[src/hdl/ael_pkg.sv]
// shared types and constants for the arithmetic expression lexer
// character codes, token kinds, scanner modes and the beat structs
// no dependencies
`timescale 1ns / 1ps
`default_nettype none

package ael_pkg;

  localparam int unsigned NumberWidth = 32;

  localparam logic [7:0] CharNul    = 8'h00;
  localparam logic [7:0] CharTab    = 8'h09;
  localparam logic [7:0] CharCr     = 8'h0d;
  localparam logic [7:0] CharSpace  = 8'h20;
  localparam logic [7:0] CharHash   = 8'h23;
  localparam logic [7:0] CharLparen = 8'h28;
  localparam logic [7:0] CharRparen = 8'h29;
  localparam logic [7:0] CharStar   = 8'h2a;
  localparam logic [7:0] CharPlus   = 8'h2b;
  localparam logic [7:0] CharMinus  = 8'h2d;
  localparam logic [7:0] CharSlash  = 8'h2f;
  localparam logic [7:0] CharZero   = 8'h30;
  localparam logic [7:0] CharNine   = 8'h39;

  typedef enum logic [3:0] {
    KindNumber   = 4'd0,
    KindPlus     = 4'd1,
    KindMinus    = 4'd2,
    KindMul      = 4'd3,
    KindDiv      = 4'd4,
    KindLparen   = 4'd5,
    KindRparen   = 4'd6,
    KindComment  = 4'd7,
    KindInvalid  = 4'd8,
    KindEnd      = 4'd9,
    KindUnclosed = 4'd10,
    KindOverflow = 4'd11
  } token_kind_e;

  typedef enum logic [1:0] {
    ModeIdle    = 2'd0,
    ModeMinus   = 2'd1,
    ModeNumber  = 2'd2,
    ModeComment = 2'd3
  } scan_mode_e;

  typedef struct packed {
    logic [7:0] text_byte;
    logic       end_of_text;
  } lex_in_t;

  typedef struct packed {
    token_kind_e                    token_kind;
    logic signed [NumberWidth-1:0]  number_value;
    logic                           last_of_run;
  } lex_out_t;

  // raw token as it leaves the scanner, number value still unsigned
  typedef struct packed {
    token_kind_e kind;
    logic        ovf;
    logic        neg;
    logic        last;
  } tok_ctl_t;

endpackage

`default_nettype wire

[src/hdl/ael_scan.sv]
// front end: classifies each text byte and tracks the number being read
// produces up to two raw tokens per byte
// depends on ael_pkg
`timescale 1ns / 1ps
`default_nettype none

module ael_scan #(
  parameter int unsigned VALUE_WIDTH = 32
) (
  input  wire logic                   clk_i,
  input  wire logic                   rst_ni,
  input  wire ael_pkg::lex_in_t       in_data_i,
  input  wire logic                   accept_i,
  output ael_pkg::tok_ctl_t           tok0_o,
  output logic [VALUE_WIDTH-1:0]      tok0_mag_o,
  output logic                        tok0_valid_o,
  output ael_pkg::tok_ctl_t           tok1_o,
  output logic                        tok1_valid_o
);
  import ael_pkg::*;

  localparam int unsigned MulWidth = VALUE_WIDTH + 4;
  localparam logic [MulWidth-1:0] Limit = MulWidth'(1) << (VALUE_WIDTH - 1);

  scan_mode_e             mode_q, mode_d;
  logic [VALUE_WIDTH-1:0] mag_q, mag_d;
  logic                   neg_q, neg_d;
  logic                   ovf_q, ovf_d;

  logic [7:0]    c;
  logic          is_end, is_digit, is_space, is_hash;
  logic [3:0]    digit;
  logic [MulWidth-1:0] mag_ext, ten_mag;

  logic          idle_emit;
  token_kind_e   idle_kind;
  scan_mode_e    idle_mode;

  token_kind_e   k0, k1;
  logic          v0, v1;

  assign c        = in_data_i.text_byte;
  assign is_end   = in_data_i.end_of_text || (c == CharNul);
  assign is_digit = c inside {[CharZero:CharNine]};
  assign is_space = c inside {CharSpace, [CharTab:CharCr]};
  assign is_hash  = (c == CharHash);
  assign digit    = c[3:0];

  // mag*10 + digit, overflow when it passes the negative limit
  assign mag_ext = MulWidth'(mag_q);
  assign ten_mag = (mag_ext << 3) + (mag_ext << 1) + MulWidth'(digit);

  // what a byte does when no token is pending
  always_comb begin
    idle_emit = 1'b1;
    idle_kind = KindInvalid;
    idle_mode = ModeIdle;
    if (is_space) begin
      idle_emit = 1'b0;
    end else if (is_digit) begin
      idle_emit = 1'b0;
      idle_mode = ModeNumber;
    end else begin
      case (c)
        CharMinus: begin
          idle_emit = 1'b0;
          idle_mode = ModeMinus;
        end
        CharHash: begin
          idle_emit = 1'b0;
          idle_mode = ModeComment;
        end
        CharPlus:   idle_kind = KindPlus;
        CharStar:   idle_kind = KindMul;
        CharSlash:  idle_kind = KindDiv;
        CharLparen: idle_kind = KindLparen;
        CharRparen: idle_kind = KindRparen;
        default:    idle_kind = KindInvalid;
      endcase
    end
  end

  // next state
  always_comb begin
    mode_d = mode_q;
    mag_d  = mag_q;
    neg_d  = neg_q;
    ovf_d  = ovf_q;
    if (is_end) begin
      mode_d = ModeIdle;
      mag_d  = '0;
      neg_d  = 1'b0;
      ovf_d  = 1'b0;
    end else begin
      case (mode_q)
        ModeMinus: begin
          if (is_digit) begin
            mode_d = ModeNumber;
            mag_d  = VALUE_WIDTH'(digit);
            neg_d  = 1'b1;
            ovf_d  = 1'b0;
          end else begin
            mode_d = idle_mode;
            mag_d  = '0;
            neg_d  = 1'b0;
            ovf_d  = 1'b0;
          end
        end
        ModeNumber: begin
          if (is_digit) begin
            if (!ovf_q) begin
              if (ten_mag > Limit) begin
                ovf_d = 1'b1;
              end else begin
                mag_d = ten_mag[VALUE_WIDTH-1:0];
              end
            end
          end else begin
            mode_d = idle_mode;
            mag_d  = '0;
            neg_d  = 1'b0;
            ovf_d  = 1'b0;
          end
        end
        ModeComment: begin
          if (is_hash) begin
            mode_d = ModeIdle;
          end
        end
        default: begin
          mode_d = idle_mode;
          if (is_digit) begin
            mag_d = VALUE_WIDTH'(digit);
            neg_d = 1'b0;
            ovf_d = 1'b0;
          end
        end
      endcase
    end
  end

  // tokens caused by this byte, first one always in slot 0
  always_comb begin
    v0 = 1'b0;
    k0 = KindEnd;
    v1 = 1'b0;
    k1 = KindEnd;
    if (is_end) begin
      v0 = 1'b1;
      case (mode_q)
        ModeMinus: begin
          k0 = KindMinus;
          v1 = 1'b1;
        end
        ModeNumber: begin
          k0 = KindNumber;
          v1 = 1'b1;
        end
        ModeComment: k0 = KindUnclosed;
        default:     k0 = KindEnd;
      endcase
    end else begin
      case (mode_q)
        ModeMinus: begin
          if (!is_digit) begin
            v0 = 1'b1;
            k0 = KindMinus;
            v1 = idle_emit;
            k1 = idle_kind;
          end
        end
        ModeNumber: begin
          if (!is_digit) begin
            v0 = 1'b1;
            k0 = KindNumber;
            v1 = idle_emit;
            k1 = idle_kind;
          end
        end
        ModeComment: begin
          v0 = is_hash;
          k0 = KindComment;
        end
        default: begin
          v0 = idle_emit;
          k0 = idle_kind;
        end
      endcase
    end
  end

  assign tok0_valid_o = v0;
  assign tok0_o.kind  = k0;
  assign tok0_o.ovf   = ovf_q;
  assign tok0_o.neg   = neg_q;
  assign tok0_o.last  = !v1;
  assign tok0_mag_o   = mag_q;

  assign tok1_valid_o = v1;
  assign tok1_o.kind  = k1;
  assign tok1_o.ovf   = 1'b0;
  assign tok1_o.neg   = 1'b0;
  assign tok1_o.last  = 1'b1;

  always_ff @(posedge clk_i or negedge rst_ni) begin
    if (!rst_ni) begin
      mode_q <= ModeIdle;
      mag_q  <= '0;
      neg_q  <= 1'b0;
      ovf_q  <= 1'b0;
    end else if (accept_i) begin
      mode_q <= mode_d;
      mag_q  <= mag_d;
      neg_q  <= neg_d;
      ovf_q  <= ovf_d;
    end
  end

endmodule

`default_nettype wire

[src/hdl/ael_queue.sv]
// short token queue between scanner and emitter
// takes up to two entries per cycle, gives one
// depends on ael_pkg only through its users
`timescale 1ns / 1ps
`default_nettype none

module ael_queue #(
  parameter int unsigned Width = 8,
  parameter int unsigned Depth = 4
) (
  input  wire logic             clk_i,
  input  wire logic             rst_ni,
  input  wire logic             push0_i,
  input  wire logic [Width-1:0] data0_i,
  input  wire logic             push1_i,
  input  wire logic [Width-1:0] data1_i,
  input  wire logic             pop_i,
  output logic                  head_valid_o,
  output logic [Width-1:0]      head_o,
  output logic                  room2_o
);

  localparam int unsigned PtrW = $clog2(Depth);
  localparam int unsigned CntW = $clog2(Depth + 1);

  logic [Width-1:0] mem_q [Depth];
  logic [PtrW-1:0]  wr_q, wr_d, rd_q, rd_d, wr_next;
  logic [CntW-1:0]  count_q, count_d;

  assign wr_next      = wr_q + PtrW'(1);
  assign head_valid_o = (count_q != '0);
  assign head_o       = mem_q[rd_q];
  assign room2_o      = (count_q <= CntW'(Depth - 2));

  always_comb begin
    wr_d    = wr_q + PtrW'(push0_i) + PtrW'(push1_i);
    rd_d    = rd_q + PtrW'(pop_i);
    count_d = count_q + CntW'(push0_i) + CntW'(push1_i) - CntW'(pop_i);
  end

  always_ff @(posedge clk_i) begin
    if (push0_i) begin
      mem_q[wr_q] <= data0_i;
    end
    if (push1_i) begin
      mem_q[wr_next] <= data1_i;
    end
  end

  always_ff @(posedge clk_i or negedge rst_ni) begin
    if (!rst_ni) begin
      wr_q    <= '0;
      rd_q    <= '0;
      count_q <= '0;
    end else begin
      wr_q    <= wr_d;
      rd_q    <= rd_d;
      count_q <= count_d;
    end
  end

  a_count_bound: assert property (@(posedge clk_i) disable iff (!rst_ni)
    count_q <= CntW'(Depth))
    else $error("token queue count out of range");

  a_push_order: assert property (@(posedge clk_i) disable iff (!rst_ni)
    push1_i |-> push0_i)
    else $error("second slot pushed without first");

  a_no_underflow: assert property (@(posedge clk_i) disable iff (!rst_ni)
    pop_i |-> head_valid_o)
    else $error("pop from empty token queue");

  a_ptr_track: assert property (@(posedge clk_i) disable iff (!rst_ni)
    (push0_i || pop_i) |=> (count_q == $past(count_d)))
    else $error("queue count lost an update");

endmodule

`default_nettype wire

[src/hdl/ael_emit.sv]
// back end: turns raw tokens into signed number beats with overflow check
// holds the output register
// depends on ael_pkg
`timescale 1ns / 1ps
`default_nettype none

module ael_emit #(
  parameter int unsigned VALUE_WIDTH = 32
) (
  input  wire logic                   clk_i,
  input  wire logic                   rst_ni,
  input  wire logic                   head_valid_i,
  input  wire ael_pkg::tok_ctl_t      head_ctl_i,
  input  wire logic [VALUE_WIDTH-1:0] head_mag_i,
  output logic                        pop_o,
  output logic                        out_valid_o,
  input  wire logic                   out_ready_i,
  output ael_pkg::lex_out_t           out_data_o
);
  import ael_pkg::*;

  logic                         valid_q, valid_d;
  lex_out_t                     data_q, data_d;
  logic [VALUE_WIDTH:0]         sval;
  logic signed [NumberWidth-1:0] value32;
  logic                         too_big;

  assign sval    = head_ctl_i.neg ? -{1'b0, head_mag_i} : {1'b0, head_mag_i};
  assign too_big = head_ctl_i.ovf || (!head_ctl_i.neg && head_mag_i[VALUE_WIDTH-1]);

  if (VALUE_WIDTH + 1 >= NumberWidth) begin : g_trunc
    assign value32 = sval[NumberWidth-1:0];
  end else begin : g_sext
    assign value32 = {{(NumberWidth - VALUE_WIDTH - 1){sval[VALUE_WIDTH]}}, sval};
  end

  assign pop_o = head_valid_i && (!valid_q || out_ready_i);

  always_comb begin
    valid_d = valid_q;
    data_d  = data_q;
    if (pop_o) begin
      valid_d             = 1'b1;
      data_d.token_kind   = head_ctl_i.kind;
      data_d.number_value = '0;
      data_d.last_of_run  = head_ctl_i.last;
      if (head_ctl_i.kind == KindNumber) begin
        if (too_big) begin
          data_d.token_kind = KindOverflow;
        end else begin
          data_d.number_value = value32;
        end
      end
    end else if (out_ready_i) begin
      valid_d = 1'b0;
    end
  end

  always_ff @(posedge clk_i) begin
    data_q <= data_d;
  end

  always_ff @(posedge clk_i or negedge rst_ni) begin
    if (!rst_ni) begin
      valid_q <= 1'b0;
    end else begin
      valid_q <= valid_d;
    end
  end

  assign out_valid_o = valid_q;
  assign out_data_o  = data_q;

endmodule

`default_nettype wire

[src/hdl/arithmetic_expression_lexer.sv]
// top level of the arithmetic expression lexer
// ties scanner, token queue and emitter together
// depends on ael_pkg, ael_scan, ael_queue, ael_emit
`timescale 1ns / 1ps
`default_nettype none

// Streaming lexer for arithmetic text: one byte per input beat, tokens out
// (signed decimal numbers, + - * / ( ), comments #...#, invalid bytes, end).
// A byte 0 or a beat with end_of_text set closes the text and flushes any
// held minus or number before the end (or unclosed comment) token. Bytes
// stream in at one per cycle while the queue has room for two entries; a
// byte that yields two tokens (a held minus or a finished number followed by
// an operator, or a flush at end of text) leaves the single output port as
// two beats. The scanner pushes into a four-entry token queue and is ready
// only while the queue has room for two entries, which sets the input stall.
// Tokens pass through the queue, then the output register, on their way out.
// number_value is zero for every token kind except number.
module arithmetic_expression_lexer #(
  parameter int unsigned VALUE_WIDTH = 32
) (
  input  wire logic              clk_i,
  input  wire logic              rst_ni,
  input  wire logic              in_valid_i,
  output logic                   in_ready_o,
  input  wire ael_pkg::lex_in_t  in_data_i,
  output logic                   out_valid_o,
  input  wire logic              out_ready_i,
  output ael_pkg::lex_out_t      out_data_o
);
  import ael_pkg::*;

  localparam int unsigned CtlW   = $bits(tok_ctl_t);
  localparam int unsigned EntryW = CtlW + VALUE_WIDTH;

  // front side
  logic                   accept;
  tok_ctl_t               tok0, tok1;
  logic [VALUE_WIDTH-1:0] tok0_mag;
  logic                   tok0_valid, tok1_valid;

  // queue
  logic                   room2;
  logic [EntryW-1:0]      head;
  logic                   head_valid;
  logic                   pop;

  // back side view of the queue head
  tok_ctl_t               head_ctl;
  logic [VALUE_WIDTH-1:0] head_mag;

  // ready depends only on queue fill, never on the output handshake directly
  assign in_ready_o = room2;
  assign accept     = in_valid_i && room2;

  ael_scan #(
    .VALUE_WIDTH (VALUE_WIDTH)
  ) u_scan (
    .clk_i        (clk_i),
    .rst_ni       (rst_ni),
    .in_data_i    (in_data_i),
    .accept_i     (accept),
    .tok0_o       (tok0),
    .tok0_mag_o   (tok0_mag),
    .tok0_valid_o (tok0_valid),
    .tok1_o       (tok1),
    .tok1_valid_o (tok1_valid)
  );

  // second slot never carries a number, so its magnitude field is zero
  ael_queue #(
    .Width (EntryW),
    .Depth (4)
  ) u_queue (
    .clk_i        (clk_i),
    .rst_ni       (rst_ni),
    .push0_i      (accept && tok0_valid),
    .data0_i      ({tok0, tok0_mag}),
    .push1_i      (accept && tok1_valid),
    .data1_i      ({tok1, {VALUE_WIDTH{1'b0}}}),
    .pop_i        (pop),
    .head_valid_o (head_valid),
    .head_o       (head),
    .room2_o      (room2)
  );

  assign head_ctl = tok_ctl_t'(head[EntryW-1:VALUE_WIDTH]);
  assign head_mag = head[VALUE_WIDTH-1:0];

  ael_emit #(
    .VALUE_WIDTH (VALUE_WIDTH)
  ) u_emit (
    .clk_i        (clk_i),
    .rst_ni       (rst_ni),
    .head_valid_i (head_valid),
    .head_ctl_i   (head_ctl),
    .head_mag_i   (head_mag),
    .pop_o        (pop),
    .out_valid_o  (out_valid_o),
    .out_ready_i  (out_ready_i),
    .out_data_o   (out_data_o)
  );

  // an end-of-text beat always produces a token that closes its run
  a_end_makes_token: assert property (@(posedge clk_i) disable iff (!rst_ni)
    (accept && (in_data_i.end_of_text || in_data_i.text_byte == CharNul))
      |-> tok0_valid)
    else $error("end of text without a token");

  // a two-token beat marks only its second token as last
  a_last_marking: assert property (@(posedge clk_i) disable iff (!rst_ni)
    (tok0_valid && tok1_valid) |-> (!tok0.last && tok1.last))
    else $error("last flag on wrong token of a pair");

  // non-number tokens leave the block with a zero value
  a_zero_value: assert property (@(posedge clk_i) disable iff (!rst_ni)
    (out_valid_o && out_data_o.token_kind != KindNumber)
      |-> (out_data_o.number_value == '0))
    else $error("nonzero value on non-number token");

endmodule

`default_nettype wire
[config.mk]
export PLATFORM = sky130hd
export DESIGN_NAME = arithmetic_expression_lexer
export DESIGN_NICKNAME = d
export VERILOG_FILES = /design/src/hdl/ael_pkg.sv /design/src/hdl/ael_scan.sv /design/src/hdl/ael_queue.sv /design/src/hdl/ael_emit.sv /design/src/hdl/arithmetic_expression_lexer.sv
export SDC_FILE = /design/constraint.sdc
export NUM_CORES = 1
export LEC_CHECK = 0
export BUFFER_PORTS_ARGS = -buffer_cell sky130_fd_sc_hd__clkbuf_2
export CAP_MARGIN = 20
export CORE_MARGIN = 2
export CORE_UTILIZATION = 41
export DETAILED_ROUTE_END_ITERATION = 8
export GPL_TIMING_DRIVEN = 0
export SLEW_MARGIN = 0
export SYNTH_ARGS = -nofsm -noshare
export SYNTH_HDL_FRONTEND = slang
export SYNTH_SLANG_ARGS = --single-unit
[constraint.sdc]
create_clock -name clk_i -period 5 [get_ports clk_i]
set_input_delay 0.75 -clock clk_i [delete_from_list [all_inputs] [get_ports clk_i]]
set_output_delay 0.75 -clock clk_i [all_outputs]
set_load 0.1 [all_outputs]
==> results of run 1 <==
synthesized netlist by cell type, types with 14 or more instances:
| master | instances | area [um^2] |
|---|---|---|
| edfxtp_1 | 53 | 1592 |
| nor2_1 | 115 | 431.7 |
| mux4_2 | 35 | 788.3 |
| xnor2_1 | 30 | 262.8 |
| dfxtp_1 | 140 | 2803 |
| nand3_1 | 80 | 400.4 |
| mux2i_1 | 39 | 390.4 |
| o22ai_1 | 15 | 93.84 |
| o211ai_1 | 15 | 112.6 |
| a22o_1 | 25 | 219.0 |
| nand2_1 | 249 | 934.7 |
| ha_1 | 71 | 888.4 |
| buf_2 | 17 | 85.08 |
| xor2_1 | 21 | 183.9 |
| o21a_1 | 14 | 105.1 |
| clkbuf_1 | 56 | 210.2 |
| nor3_1 | 23 | 115.1 |
| inv_1 | 52 | 195.2 |
| dfrtp_1 | 44 | 1101 |
| a21oi_1 | 66 | 330.3 |
| o21ai_0 | 91 | 455.4 |
cells by family (layout without fill, tap and decap cells):
family          count (synthesis)  count (layout)  synth area share (%)
compound gates                303             303                 14.73
xor+xnor                       51              51                 3.377
simple gates                  548             548                 18.78
mux                            81              81                 9.849
buf+inv                       134             229                 4.238
fa+ha+maj                      76              76                 7.474
flops                         237             237                 41.55
timing repair:
item | CTS | global route
setup endpoints to repair | 32 | 32
gates resized for setup | 2 | 2
setup buffers | 0 | 0
placed cells by master (no fill, tap or decap), drive strengths merged, types with 5 or more instances in the layout:
cell and n:
nand2 250, nor4 8, inv 52, nand2b 5, nand4 10, a21oi 67, o21a 14, o22ai 16
a211oi 9, clkinv 5, or2 6, or3 11, xor2 21, a21o 13, dfrtp 44, and2 12
mux4 38, edfxtp 53, a22o 25, fa 5, a31oi 8, xnor2 30, nor3 25, o21bai 5
clkbuf 144, nand3 80, ha 71, o21ai 95, o211ai 15, mux2i 39, dfxtp 140, buf 27
nor2 115, and3 5
where the power goes:
group | switching, W | internal, W
Combinational | 0.00211 | 0.000930
Sequential | 0.000148 | 0.00228
Clock | 0.000758 | 0.00115
Total | 0.00301 | 0.00436
worst max-delay path, cell delays in order:
cell	delay [ns]
clkbuf_2	0.24
inv_1	0.10
fa_1	0.61
inv_1	0.06
ha_1	0.31
a211oi_2	0.29
o21ai_1	0.24
o32a_1	0.39
o211ai_1	0.12
nand4_1	0.14
a2111oi_0	0.45
and4b_1	0.36
a31oi_2	0.18
o22a_1	0.32
buf_4	0.21
mux2_1	0.31
state kept, by name (all words and copies together), names as in the netlist, 2 cells and up:
register and flops:
u_queue.count_q 3, u_scan.tok0_mag_o 32, u_emit.out_data_o 37, u_scan.mode_q 2, u_queue.mem_q 156, u_queue.wr_q 2, u_queue.rd_q 2
final cells by class:
cell class | count | area [um^2] | share of cell area, %
timing repair buffer | 52 | 290.3 | 1.948
sequential | 237 | 5495 | 36.88
inverter | 52 | 195.2 | 1.310
buffer | 81 | 361.6 | 2.427
clock buffer | 38 | 799.5 | 5.366
tap | 402 | 503.0 | 3.376
multi-input combinational | 1059 | 7199 | 48.32
clock inverter | 6 | 55.05 | 0.3695
final timing paths:
| path | endpoint | depth (start not counted) | slack, ns | from |
|---|---|---|---|---|
| worst max-delay path | u_scan.tok0_mag_o[3] | 16 | 0.32 | in_data_i[4] |
| worst min-delay path | u_queue.count_q[0] | 1 | 0.12 | rst_ni |
| worst max register to register | u_scan.tok0_mag_o[3] | 15 | 0.38 | u_scan.tok0_mag_o[0] |
| worst min register to register | u_queue.mem_q[3][10] | 2 | 0.45 | u_queue.mem_q[3][10] |
| max in group asynchronous | u_scan.tok0_mag_o[8] | 2 | 4.38 | rst_ni |
| min in group clk_i | u_emit.out_valid_o | 2 | 0.44 | out_ready_i |
routing by layer:
metal	up-vias	wire length [um]
li1	5293	-
met1	5300	16490
met2	317	17130
met3	55	1819
met4	0	966
met5	-	0
through the flow:
stage	area (um^2)	setup WS (ns)	hold WS, ns	cells	total power [W]
floorplan	13230	0.4095	0.4294	1430	0.004839
global placement	13980	-0.9060	0.4376	1882	0.005457
detailed placement	14030	-0.7913	0.4428	1884	0.005507
CTS	14890	0.02243	0.1044	1928	0.007406
global route	14900	-0.07153	0.1272	1927	0.007735
finish	14900	0.3200	0.1196	1927	0.007377
==> impl_metrics.toml, run 1 <==
[global_route]
grt_max_degree = 36
grt_busiest_layer = "met2"
first_global_vias = 10740
grt_pass1_wl_um = 58120
antenna_found_initial = 0
grt_usage_pct = 21.70
met1_usage_pct = 29.25
overflow = 0
use_met2_pct = 36.72
met3_usage_pct = 2.021

[clock_network]
postCtsHoldBufs = 0
htree_levels = 1
ctsRootBufferMaster = "clkbuf_16"
cts-buffers-inserted = 24
clk_latency_ns = 0.52
tritoncts = "done"
cts_buffer_depth = 3
clk_pin_slew_ns = 0.06
clkSinkCount = 237

[drt]
viasPerCell = 5.690
antenna_left = 0
num_vias = 10970
drt-pass1-iter-count = 5
drcViolationCount = 0
wl_um = 36400
avgRoutedWirePerCell_um = 18.89
drt_iter0_drc = 701

[floorplanning]
die_h_um = 183.6
core_area_um2 = 31640
die_area_um2 = 33710
ios = 52
die_x_um = 183.6
start_util_pct = 41.80
rows = 65

[synth]
ys_types = 88
ys_dominant_reg_cell = "dfxtp_1"
synth_fp_nets = 1519
syn_inst = 1430
async_flop_share_pct = 18.57
ys_ff_latch = 237
yosysSeqAreaShare_pct = 41.55
ys_warn_count = 0
syn_area_um2 = 13230
postSynthAreaPerCell_um2 = 9.248
synth_edf_count = 53

[timing]
finClkSkew_ns = 0.01296
fin_crit_sh_pct = 93.60
finalCriticalPeriod_ns = 4.680
finalHoldViolCount = 0
fin_setup_tns_ns = 0
setup-violations-final = 0
max_freq_mhz = 213.7
finalMaxSlewViolations = 0
worst_pin_slew_ns = 1.098
slew_headroom_pct = 26.24

[cells_and_area]
diodes = 0
final_core_util_pct = 47.10
drive_above_1_share_pct = 11.67
nets = 1596
fillers = 2963
area_growth_pct = 12.66

[min_path]
min_path_type = "in -> async"

[placed_design]
place_hpwl_um = 27050
place_congestion = 0.8696
portBuffers = 50

[power_and_ir_drop]
vdd_drop_max_uv = 294.0
p_per_area_nw_per_um2 = 495.1
p_leak_nw = 6.629

[worst_setup_path]
crit_path_end_kind = "register"
worstSetupStartpointType = "input pin"
crit_fanout = 11
critical_path_required_ns = 5.40
cp.arrival_ns = 5.08
crit_type = "in -> reg"

[outcome]
outcome = "finished clean"

[run]
cap_violations = 0
Note: power is estimated with default switching activity, not from simulation.
==> run 2: changes to the inputs <==
--- a/config.mk
+++ b/config.mk
@@ -5,7 +5,7 @@
 export SDC_FILE = /design/constraint.sdc
 export NUM_CORES = 1
 export LEC_CHECK = 0
-export BUFFER_PORTS_ARGS = -buffer_cell sky130_fd_sc_hd__clkbuf_2
+export BUFFER_PORTS_ARGS = -buffer_cell sky130_fd_sc_hd__buf_2
 export CAP_MARGIN = 20
 export CORE_MARGIN = 2
 export CORE_UTILIZATION = 41
==> run 2 against run 1 <==
Clock skew up 0.0020 ns. Clock-buffer cell count down 1. Largest power group unchanged. Maximum frequency down 1.1%. Clock power about the same. Critical path type unchanged.
==> impl_metrics.toml, run 2 (synthesis gave the netlist of run 1 again) <==
[drt]
wl_met1_um = 16640
avgRoutedWirePerCell_um = 18.70
wl_met3_um = 1689
wl_met2_um = 16990
drt_iter0_drc = 776
wl_um = 36100
routed.top_layer = "met4"
drt-pass1-iter-count = 5
num_vias = 10920
drcViolationCount = 0
viasPerCell = 5.656
antenna_left = 0

[power_and_ir_drop]
p_per_area_nw_per_um2 = 496.2
power_w = 0.007394
p_leak_nw = 6.631
vdd_drop_max_uv = 296.7

[clock_network]
clkSinkCount = 237
cts-buffers-inserted = 26
clk_latency_ns = 0.53
postCtsSetupBuffers = 0
htree_levels = 1
tritoncts = "done"
ctsRootBufferMaster = "clkbuf_16"
clk_pin_slew_ns = 0.06
cts_buffer_depth = 3

[global_route]
grt_max_degree = 45
antenna_found_initial = 0
overflow = 0
first_global_vias = 10610
grt_pass1_wl_um = 57880
grt_usage_pct = 21.53

[placed_design]
portBuffers = 50
dpl_cell_area_um2 = 14010
place_hpwl_um = 26950
place_congestion = 0.8864

[floorplanning]
die_h_um = 183.6
rows = 65
die_area_um2 = 33710
ios = 52
core_area_um2 = 31640
start_util_pct = 41.80
die_x_um = 183.6

[timing]
fin_setup_tns_ns = 0
fin_crit_sh_pct = 94.66
slew_headroom_pct = 23.78
worst_pin_slew_ns = 1.135
finalHoldViolCount = 0
max_freq_mhz = 211.3
finalMaxSlewViolations = 0
finClkSkew_ns = 0.01497
setup-violations-final = 0
finalCriticalPeriod_ns = 4.733

[cells_and_area]
drive_above_1_share_pct = 11.77
final_cell_mix = "nand2_1, dfxtp_1, nor2_1, o21ai_0, nand3_1"
largest_reg_flops = 156
diodes = 0
area_growth_pct = 12.69
final_core_util_pct = 47.11
regMostFlops = "u_queue.mem_q"
nets = 1598
final_common_cell = "nand2_1"
design_area_um2 = 14900
fillers = 2991

[worst_setup_path]
crit_path_end_kind = "register"
slowest_stage = "fa_1"
path_buf_inv = 4
reg2regPathDepth = 15
cp_common_cell = "inv_1"
worstSetupStartpointType = "input pin"
path_cells = "buf_2 > inv_1 > fa_1 > inv_1 > ha_1 > a211oi_2 > o21ai_1 > o32a_1 > o211ai_1 > nand4_1 > a2111oi_1 > and4b_1 > a31oi_1 > o22a_1 > buf_4 > mux2_1"
crit_type = "in -> reg"
cp.arrival_ns = 5.14
timing.rr.start = "u_scan.tok0_mag_o[0]"
slowest_delay_ns = 0.61
r2r_end = "u_scan.tok0_mag_o[3]"
critical_path_required_ns = 5.41
reg2reg_slack_ns = 0.29
crit_fanout = 11
critical-path-top-delay-family = "compound AO/OA/AOI/OAI gates"

[outcome]
outcome = "finished clean"

[min_path]
min_path_type = "in -> async"

[run]
cap_violations = 0
## run 2: cell types whose count changed in the layout (fill, tap and decap cells not counted), sizes merged
cell / before / now
bufinv: 1 / 2
clkinvlp: 0 / 1
clkinv: 5 / 8
buf: 27 / 77
clkbuf: 144 / 93
## run 2: final cells by class
| class | count | area, um^2 | share of cell area [%] |
|---|---|---|---|
| well taps | 402 | 503.0 | 3.375 |
| flip-flops and latches | 237 | 5495 | 36.87 |
| multi-input cells | 1059 | 7194 | 48.27 |
| repair buffers | 52 | 290.3 | 1.948 |
| inverters | 52 | 195.2 | 1.310 |
| clock inverters | 11 | 106.4 | 0.7136 |
| clock buffers | 37 | 757.0 | 5.079 |
| plain buffers | 81 | 361.6 | 2.426 |
## run 2: metrics by stage
step	setup slack [ns]	instances	hold WS, ns
after floorplan	0.4095	1430	0.4294
after global placement	-0.9358	1882	0.4368
after detailed placement	-0.8336	1883	0.4436
after CTS	0.2537	1930	0.4259
after global routing	-0.04957	1931	0.03849
final	0.2669	1931	0.03983
## run 2: how the worst max path moves through the flow
stage	startpoint	end	slack [ns]	cells past startpoint
2_1_floorplan	in_data_i[4]	u_scan.tok0_mag_o[3]	0.41	15
3_3_place_gp	in_data_i[4]	u_scan.tok0_mag_o[14]	-0.94	16
3_5_place_dp	in_data_i[4]	u_scan.tok0_mag_o[14]	-0.83	16
4_1_cts	in_data_i[4]	u_scan.tok0_mag_o[30]	0.25	16
5_1_grt	in_data_i[4]	u_scan.tok0_mag_o[3]	-0.05	16
6_report	in_data_i[4]	u_scan.tok0_mag_o[3]	0.27	16
## run 2: per-layer routing
metal	track usage [%]	up-vias
met4	5.824	0
met3	2.258	59
met5	0	-
met1	29.15	5296
met2	36.66	289
li1	-	5277
## run 2: what timing repair did
item | CTS | global route
hold buffers | 0 | 0
endpoints found under the hold margin | 0 | 0
setup endpoints to repair | 32 | 26
pin swaps | 0 | 0
resized for setup | 2 | 2
## run 2: worst register-to-register path, cell delays in order, from the launching register on
cell,delay (ns)
dfrtp_1,0.42
inv_1,0.13
fa_1,0.60
inv_1,0.06
ha_1,0.32
a211oi_2,0.31
o21ai_1,0.25
o32a_1,0.40
o211ai_1,0.14
nand4_1,0.18
a2111oi_1,0.42
and4b_1,0.33
a31oi_1,0.20
o22a_1,0.32
buf_4,0.21
mux2_1,0.31
## run 2: report_power, final
part	leakage, nW	switching [W]	internal (W)
combinational	3.96	0.00211	0.000935
clock	0.429	0.000769	0.00115
sequential	2.25	0.000140	0.00228
total	6.63	0.00302	0.00437
